==> config.mk <==
export PLATFORM = sky130hd
export DESIGN_NAME = extent_lru_cache_core_flat
export DESIGN_NICKNAME = d
export VERILOG_FILES = /design/src/design/elc_pkg.sv /design/src/design/elc_req_if.sv /design/src/design/elc_rsp_if.sv /design/src/design/extent_lru_cache_core.sv /design/src/design/elc_entry_ram.sv /design/src/flat_wrapper.sv
export SDC_FILE = /design/constraint.sdc
export NUM_CORES = 2
export LEC_CHECK = 0
export BUFFER_PORTS_ARGS = -buffer_cell sky130_fd_sc_hd__buf_2
export CAP_MARGIN = 20
export CELL_PAD_IN_SITES_DETAIL_PLACEMENT = 2
export CELL_PAD_IN_SITES_GLOBAL_PLACEMENT = 2
export CORE_ASPECT_RATIO = 1.75
export CORE_MARGIN = 2
export CORE_UTILIZATION = 35
export CTS_CLUSTER_DIAMETER = 30
export DETAILED_ROUTE_END_ITERATION = 8
export GPL_ROUTABILITY_DRIVEN = 0
export PLACE_DENSITY_LB_ADDON = 0.1
export SLEW_MARGIN = 5
export SYNTH_ARGS = -nofsm -noshare
export SYNTH_HDL_FRONTEND = slang
export SYNTH_HIERARCHICAL = 1
export SYNTH_SLANG_ARGS = --single-unit
==> constraint.sdc <==
create_clock -name clk -period 22.9 [get_ports clk]
set_clock_uncertainty 0.15 [all_clocks]
set_input_delay 2.29 -clock clk [delete_from_list [all_inputs] [get_ports clk]]
set_output_delay 2.29 -clock clk [all_outputs]
set_load 0.01 [all_outputs]
==> src/design/elc_pkg.sv <==
// ----------------------------------------------------------------------------
// elc_pkg: shared types and constants of the extent LRU cache
// Opcodes, channel payloads and entry layout.
// ----------------------------------------------------------------------------
package elc_pkg;

	typedef enum logic [1:0] {
		OP_LOOKUP = 2'd0,
		OP_ADD    = 2'd1,
		OP_INVAL  = 2'd2,
		OP_NONE   = 2'd3
	} op_t;

	typedef struct packed {
		logic [1:0]         op;
		logic signed [31:0] file_cluster;
		logic [31:0]        disk_cluster;
		logic [30:0]        run_length;
		logic [31:0]        generation_tag;
	} req_t;

	typedef struct packed {
		logic               hit;
		logic signed [31:0] offset;
		logic [30:0]        near_file_cluster;
		logic [31:0]        near_disk_cluster;
		logic [30:0]        entry_file_cluster;
		logic [31:0]        entry_disk_cluster;
		logic [30:0]        entry_run_length;
		logic [31:0]        current_generation;
	} rsp_t;

	typedef struct packed {
		logic [30:0] start_file;
		logic [31:0] start_disk;
		logic [30:0] run_len;
	} entry_t;

	localparam logic [31:0] GEN_RESET = 32'd1;

endpackage

==> src/design/elc_req_if.sv <==
// ----------------------------------------------------------------------------
// elc_req_if: request channel
// Valid/ready channel carrying one cache operation per beat.
// ----------------------------------------------------------------------------
interface elc_req_if;
	logic          valid;
	logic          ready;
	elc_pkg::req_t data;
	modport source (output valid, output data, input ready);
	modport sink (input valid, input data, output ready);
endinterface

==> src/design/elc_rsp_if.sv <==
// ----------------------------------------------------------------------------
// elc_rsp_if: response channel
// Valid/ready channel carrying one result per beat.
// ----------------------------------------------------------------------------
interface elc_rsp_if;
	logic          valid;
	logic          ready;
	elc_pkg::rsp_t data;
	modport source (output valid, output data, input ready);
	modport sink (input valid, input data, output ready);
endinterface

==> src/design/extent_lru_cache_core.sv <==
// ----------------------------------------------------------------------------
// extent_lru_cache_core: LRU cache of file-to-disk cluster extents
// Entries in a synchronous RAM, recency order in a rank table, scanned
// one entry per cycle by a sequencer.
// ----------------------------------------------------------------------------
// channel  dir  payload
// req      in   op, file_cluster, disk_cluster, run_length, generation_tag
// rsp      out  hit, offset, near/entry clusters, current_generation
//
// Lookup and add scan the valid entries in recency order, so their result
// waits on the number of valid entries, at most ENTRIES; this is set by the
// single read port of the entry RAM. Invalidate skips the scan. Requests are
// taken only in the idle state, one at a time. No clearing pass after reset;
// rank table and count reset at once. A new request is taken while a result
// waits in the output register; the next result waits until that beat leaves.
module extent_lru_cache_core #(
	parameter int ENTRIES = 16
) (
	input logic      clk,
	input logic      arst_n,
	elc_req_if.sink  req,
	elc_rsp_if.source rsp
);
	localparam int AW = (ENTRIES > 1) ? $clog2(ENTRIES) : 1;
	localparam int CW = $clog2(ENTRIES + 1);

	typedef enum logic [2:0] {ST_IDLE, ST_SCAN, ST_FIN, ST_SEND} state_t;

	state_t              state_q;
	elc_pkg::req_t       cur_q;
	logic [AW-1:0]       rank_q [ENTRIES];
	logic [CW-1:0]       count_q;
	logic [31:0]         gen_q;
	logic [CW-1:0]       r_q;
	logic [AW-1:0]       ridx_q;
	logic                rvld_q;
	logic                found_q;
	logic [AW-1:0]       hidx_q;
	elc_pkg::entry_t     hent_q;
	logic [31:0]         off_q;
	logic [30:0]         best_q;
	logic                done_q;
	elc_pkg::rsp_t       out_q;
	logic                ovld_q;

	logic                we;
	logic [AW-1:0]       waddr;
	elc_pkg::entry_t     wdata;
	logic [AW-1:0]       raddr;
	elc_pkg::entry_t     rdata;
	logic [AW-1:0]       rank_idx;

	elc_entry_ram #(.ENTRIES(ENTRIES), .AW(AW)) u_ram (
		.clk(clk), .we(we), .waddr(waddr), .wdata(wdata),
		.raddr(raddr), .rdata(rdata)
	);

	// entry index holding rank r_q
	always_comb begin
		rank_idx = '0;
		for (int i = 0; i < ENTRIES; i++) begin
			if (rank_q[i] == r_q[AW-1:0] && i < int'(count_q)) begin
				rank_idx = AW'(i);
			end
		end
	end
	assign raddr = rank_idx;

	logic        take;
	logic [32:0] endp;
	logic        lk_take;
	logic        ad_take;
	logic        tag_ok;
	assign tag_ok = cur_q.generation_tag == '0 || cur_q.generation_tag == gen_q;
	assign endp   = {2'b0, rdata.start_file} + {2'b0, rdata.run_len};
	assign lk_take = !cur_q.file_cluster[31] && rvld_q && !done_q &&
		rdata.start_file <= cur_q.file_cluster[30:0] ? 1'b1 : 1'b0;
	assign take = lk_take && rdata.start_file <= cur_q.file_cluster[30:0] &&
		rdata.start_file > best_q;
	assign ad_take = rvld_q && !done_q && rdata.start_file == cur_q.file_cluster[30:0];

	logic ready_int;
	assign ready_int = state_q == ST_IDLE;
	assign req.ready = ready_int;
	assign rsp.valid = ovld_q;
	assign rsp.data  = out_q;

	// finishing work
	logic            fin_upd;
	logic [AW-1:0]   fin_idx;
	logic            add_ok;
	logic            full;
	logic            new_slot;
	assign add_ok = !cur_q.file_cluster[31] && tag_ok;
	assign full   = count_q == CW'(ENTRIES);
	assign new_slot = elc_pkg::op_t'(cur_q.op) == elc_pkg::OP_ADD && !found_q && !full;

	always_comb begin
		we = 1'b0; waddr = hidx_q; wdata = hent_q;
		fin_upd = 1'b0; fin_idx = hidx_q;
		if (state_q == ST_FIN) begin
			if (elc_pkg::op_t'(cur_q.op) == elc_pkg::OP_LOOKUP) begin
				fin_upd = found_q;
			end else if (elc_pkg::op_t'(cur_q.op) == elc_pkg::OP_ADD && add_ok) begin
				fin_upd = 1'b1;
				we = 1'b1;
				if (found_q) begin
					wdata = hent_q;
					if (cur_q.run_length > hent_q.run_len) begin
						wdata.run_len = cur_q.run_length;
					end
				end else begin
					fin_idx = full ? hidx_q : count_q[AW-1:0];
					waddr = fin_idx;
					wdata.start_file = cur_q.file_cluster[30:0];
					wdata.start_disk = cur_q.disk_cluster;
					wdata.run_len = cur_q.run_length;
				end
			end
		end
	end

	elc_pkg::rsp_t res_d;
	always_comb begin
		res_d = '0;
		res_d.offset = '1;
		res_d.current_generation = gen_q;
		if (elc_pkg::op_t'(cur_q.op) == elc_pkg::OP_LOOKUP && found_q) begin
			res_d.hit = 1'b1;
			res_d.offset = off_q;
			res_d.near_file_cluster = hent_q.start_file + off_q[30:0];
			res_d.near_disk_cluster = hent_q.start_disk + off_q;
			res_d.entry_file_cluster = hent_q.start_file;
			res_d.entry_disk_cluster = hent_q.start_disk;
			res_d.entry_run_length = hent_q.run_len;
		end
	end

	always_ff @(posedge clk or negedge arst_n) begin
		if (!arst_n) begin
			state_q <= ST_IDLE;
			count_q <= '0;
			gen_q   <= elc_pkg::GEN_RESET;
			ovld_q  <= 1'b0;
			rvld_q  <= 1'b0;
			for (int i = 0; i < ENTRIES; i++) rank_q[i] <= '0;
		end else begin
			if (ovld_q && rsp.ready && state_q != ST_SEND) ovld_q <= 1'b0;
			case (state_q)
				ST_IDLE: begin
					if (req.valid && ready_int) begin
						cur_q   <= req.data;
						r_q     <= '0;
						rvld_q  <= 1'b0;
						found_q <= 1'b0;
						done_q  <= 1'b0;
						best_q  <= '0;
						off_q   <= '1;
						state_q <= (req.data.op == elc_pkg::OP_LOOKUP ||
							req.data.op == elc_pkg::OP_ADD) ? ST_SCAN : ST_FIN;
					end
				end
				ST_SCAN: begin
					if (elc_pkg::op_t'(cur_q.op) == elc_pkg::OP_LOOKUP && take) begin
						found_q <= 1'b1;
						hidx_q  <= ridx_q;
						hent_q  <= rdata;
						best_q  <= rdata.start_file;
						if (endp < {2'b0, cur_q.file_cluster[30:0]}) begin
							off_q <= {1'b0, rdata.run_len};
						end else begin
							off_q  <= {1'b0, cur_q.file_cluster[30:0] - rdata.start_file};
							done_q <= 1'b1;
						end
					end
					if (elc_pkg::op_t'(cur_q.op) == elc_pkg::OP_ADD && ad_take) begin
						found_q <= 1'b1;
						done_q  <= 1'b1;
						hidx_q  <= ridx_q;
						hent_q  <= rdata;
					end
					if (elc_pkg::op_t'(cur_q.op) == elc_pkg::OP_ADD && !found_q &&
						!ad_take && rvld_q && full) begin
						hidx_q <= ridx_q;
					end
					ridx_q <= rank_idx;
					if (r_q < count_q) begin
						rvld_q <= 1'b1;
						r_q    <= r_q + 1'b1;
					end else begin
						rvld_q  <= 1'b0;
						state_q <= rvld_q ? ST_SCAN : ST_FIN;
					end
				end
				ST_FIN: begin
					if (fin_upd) begin
						for (int i = 0; i < ENTRIES; i++) begin
							if (AW'(i) == fin_idx) begin
								rank_q[i] <= '0;
							end else if (i < int'(count_q) &&
								(new_slot || rank_q[i] < rank_q[fin_idx])) begin
								rank_q[i] <= rank_q[i] + 1'b1;
							end
						end
						if (new_slot) begin
							count_q <= count_q + 1'b1;
						end
					end
					if (elc_pkg::op_t'(cur_q.op) == elc_pkg::OP_INVAL) begin
						count_q <= '0;
						for (int i = 0; i < ENTRIES; i++) rank_q[i] <= '0;
						gen_q <= (gen_q == '1) ? 32'd1 : gen_q + 32'd1;
					end
					state_q <= ST_SEND;
				end
				ST_SEND: begin
					if (!ovld_q || rsp.ready) begin
						ovld_q  <= 1'b1;
						out_q   <= res_d;
						state_q <= ST_IDLE;
					end
				end
				default: state_q <= ST_IDLE;
			endcase
		end
	end
endmodule

==> src/design/elc_entry_ram.sv <==
// ----------------------------------------------------------------------------
// elc_entry_ram: extent entry store
// Single write port, single registered read port.
// ----------------------------------------------------------------------------
module elc_entry_ram #(
	parameter int ENTRIES = 16,
	parameter int AW      = 4
) (
	input  logic                  clk,
	input  logic                  we,
	input  logic [AW-1:0]         waddr,
	input  elc_pkg::entry_t       wdata,
	input  logic [AW-1:0]         raddr,
	output elc_pkg::entry_t       rdata
);
	elc_pkg::entry_t mem [ENTRIES];

	always_ff @(posedge clk) begin
		if (we) begin
			mem[waddr] <= wdata;
		end
		rdata <= mem[raddr];
	end
endmodule

==> src/flat_wrapper.sv <==
// flat-port wrapper written by rule: the top's interface ports become plain ports
module extent_lru_cache_core_flat 
#(
	parameter int ENTRIES = 16
)
  (clk, arst_n, req_valid, req_data, req_ready, rsp_valid, rsp_data, rsp_ready);
  elc_req_if req_i ();
  elc_rsp_if rsp_i ();
  input logic clk;
  input logic arst_n;
  input wire logic [$bits(req_i.valid)-1:0] req_valid;
  input wire logic [$bits(req_i.data)-1:0] req_data;
  output wire logic [$bits(req_i.ready)-1:0] req_ready;
  output wire logic [$bits(rsp_i.valid)-1:0] rsp_valid;
  output wire logic [$bits(rsp_i.data)-1:0] rsp_data;
  input wire logic [$bits(rsp_i.ready)-1:0] rsp_ready;
  assign req_i.valid = req_valid;
  assign req_i.data = req_data;
  assign req_ready = req_i.ready;
  assign rsp_valid = rsp_i.valid;
  assign rsp_data = rsp_i.data;
  assign rsp_i.ready = rsp_ready;
  extent_lru_cache_core #(.ENTRIES(ENTRIES)) u_core (.clk(clk), .arst_n(arst_n), .req(req_i), .rsp(rsp_i));
endmodule
==> impl_metrics.json <==
{
  "cts_hold_buf": 0,
  "clk_latency_ns": 0.95,
  "synth_area_leader_cell": "edfxtp_1",
  "yosysWarnings": 6,
  "grt_pass1_vias": 63100,
  "hold_viol_final": 0,
  "synth_seq_area_share_pct": 69.8,
  "start_util_pct": 35.1,
  "cts_tree": "yes",
  "power_frac_clock_pct": 53.1,
  "cp-end-kind": "register",
  "swShare_pct": 24.5,
  "final_common_cell": "edfxtp_1",
  "slew_headroom_pct": 10.7,
  "htree_levels": 5,
  "vias_per_cell": 5.56,
  "outcome": "completed",
  "grt_max_degree": 147,
  "power.share.combinational_pct": 6.1,
  "cts_buffers": 398,
  "setup-tns-final_ns": 0,
  "p_switching_mw": 2.84,
  "synth_top_flop_cell": "edfxtp_1",
  "cp.required_ns": 23.54,
  "period_needed_ns": 7.19,
  "worstPathCellList": "buf_4 -> xnor2_1 -> nand3_1 -> nor4_1 -> o21ai_0 -> a21oi_1 -> o21ai_0 -> a21oi_1 -> o21ai_0 -> a21oi_1 -> or2_4 -> buf_4 -> buf_4 -> buf_4 -> buf_4 -> mux4_2 -> a22oi_1 -> nand2_1",
  "maxCapViolCount": 0,
  "yosysUniqueCellTypes": 84,
  "layout-drive-gt1-share_pct": 25.4,
  "seq_power_share_pct": 40.9,
  "grt_usage_pct": 25.1,
  "grt.overflow.total": 0,
  "p_int_mw": 8.73,
  "rsz0062_at_grt": "no",
  "cp-start-kind": "register",
  "fillers": 25300,
  "first_pass_iters": 5,
  "yosysTopAreaCellShare_pct": 65.0,
  "syn_area_per_cell_um2": 16.6,
  "clk_pin_slew_worst_paths_ns": 0.06,
  "critical_path.slowest_cell": "buf_4",
  "slew_violations": 0,
  "die_w_um": 395,
  "numPortBuffers": 356,
  "hpwlAfterDp_mm": 211,
  "post-route-period-util_pct": 31.4,
  "drc_errors": 0,
  "clock_sinks": 2226,
  "cts_resized": 0,
  "cp.arrival_ns": 7.83,
  "final_nets": 6742,
  "dp_slack_ns": 15.54,
  "fmax_mhz": 139,
  "fin_hold_ws_ns": 0.246,
  "drt.antenna.violating_nets": 0,
  "worst-path-buf-inv": 5,
  "cts-root-buf": "clkbuf_16",
  "max_stage_delay_ns": 0.79,
  "postCtsSetupRepairBufs": 0,
  "pin_count": 357,
  "first_iter_violations": 4641,
  "async_reset_ff_share_pct": 4.72,
  "cts_buffer_depth": 4,
  "areaGrowthSynthToFinish_pct": 21.9,
  "syn_area_um2": 93600,
  "p_per_area_nw_per_um2": 101,
  "worst_slew_pin_slew_ns": 1.34,
  "cp_max_fo": 39,
  "antenna_found_initial": 33,
  "final_cell_mix": "edfxtp_1, clkbuf_16, mux4_2",
  "synth_edf_count": 2027,
  "die-area_um2": 272000,
  "setup_violations": 0,
  "num_vias": 56700,
  "finalWorstSetupSlack_ns": 15.71,
  "ys_top_cells_by_area": "edfxtp_1, mux4_2, ha_1, dfrtp_1, dfxtp_1",
  "syn_nets": 6077,
  "utilization_pct": 42.8,
  "die_h_um": 688,
  "hold_class": "register to register",
  "worst-setup-path-type": "register to register",
  "core_um2": 267000,
  "ir_drop_mv": 0.0777,
  "critical_path.top_delay_family": "buffers and inverters",
  "synthCells": 5653,
  "row_count": 251,
  "post_drt_wl_per_cell_um": 33.8,
  "totalWireLength_mm": 345,
  "leakagePower_nw": 33.3,
  "grt_pass1_wl_mm": 486,
  "ys_seq_elements": 2226,
  "crit_path_frequent_cell": "buf_4"
}
## power groups by stage
stage,sequential (mW),clock [mW],combinational (mW)
2_1_floorplan,4.75,0,0.390
3_3_place_gp,4.81,0,0.680
3_5_place_dp,4.80,0,0.702
4_1_cts,4.73,6.25,0.710
5_1_grt,4.74,6.41,0.771
6_report,4.73,6.14,0.700
## path summary, 6_finish.rpt
kind,start,end,slack [ns],cells past startpoint
worst max-delay path,u_core/r_q[1],u_core/u_ram/rdata[63],15.71,18
worst min-delay path,u_core/u_ram/rdata[49],u_core/hent_q[49],0.25,0
worst max register to register,u_core/r_q[1],u_core/u_ram/rdata[63],15.71,18
worst min register to register,u_core/u_ram/rdata[49],u_core/hent_q[49],0.25,0
max in group asynchronous,arst_n,u_core/gen_q[4],20.21,2
min in group asynchronous,arst_n,u_core/state_q[1],1.11,1
## layout make-up
class	count	area, µm²	share of cell area [%]
diodes	6	15.0	0.0132
clock buffers	467	10500	9.24
clock inverters	276	3340	2.93
inverters	193	724	0.635
multi-input cells	3014	26800	23.5
flip-flops and latches	2226	65400	57.3
well taps	3542	4430	3.88
repair buffers	485	2870	2.51
## sequential cells by signal (all words and copies together), names as in the netlist
signal	cells
u_core/u_ram/mem	1504
u_core/rsp.data	222
u_core/cur_q	129
u_core/hent_q	94
u_core/u_ram/rdata	94
u_core/rank_q	64
u_core/gen_q	32
u_core/off_q	32
u_core/best_q	31
u_core/count_q	5
u_core/r_q	5
u_core/hidx_q	4
u_core/ridx_q	4
u_core/state_q	2
u_core/done_q	1
u_core/found_q	1
u_core/rsp.valid	1
u_core/rvld_q	1
## cells by family after synthesis
logic type / share of synthesized area (%)
AOI/OAI and AO/OA: 6.02
adders and majority gates: 3.92
and+or+nand+nor: 6.06
DFF: 69.8
muxes: 10.3
xor gates and xnor gates: 2.08
buffers and inverters: 1.80
## synth_stat cells, types with 26 or more instances
| library cell | count |
|---|---|
| nand4_1 | 57 |
| o21ai_0 | 191 |
| mux2_2 | 96 |
| clkbuf_1 | 139 |
| nand2_1 | 304 |
| nor4_1 | 30 |
| dfrtp_1 | 104 |
| a21oi_1 | 179 |
| nor2b_1 | 41 |
| nor3_1 | 88 |
| nand3_1 | 100 |
| a22oi_1 | 189 |
| buf_2 | 31 |
| a21o_1 | 84 |
| xnor2_1 | 111 |
| a31oi_1 | 44 |
| nor2_1 | 281 |
| buf_1 | 31 |
| nand2b_1 | 89 |
| dfxtp_1 | 94 |
| o21a_1 | 26 |
| and3_1 | 97 |
| edfxtp_1 | 2027 |
| mux4_2 | 376 |
| xor2_1 | 111 |
| inv_1 | 191 |
| ha_1 | 287 |
## metal layers
metal  track usage [%]  wire, µm  up-vias
met5                 0        68        -
met4              8.99     12700       10
met3              3.71     17200      562
met2              45.1    179000     1764
met1              30.6    136000    30600
li1                  -         -    23800
## per-stage QoR
step | instances | power (mW) | cell area (µm²)
floorplan | 5653 | 5.14 | 93600
global placement | 9456 | 5.49 | 100000
detailed placement | 9458 | 5.51 | 100000
CTS | 10200 | 11.7 | 114000
global route | 10200 | 11.9 | 114000
finish | 10200 | 11.6 | 114000
(Power assumes the default switching activity.)
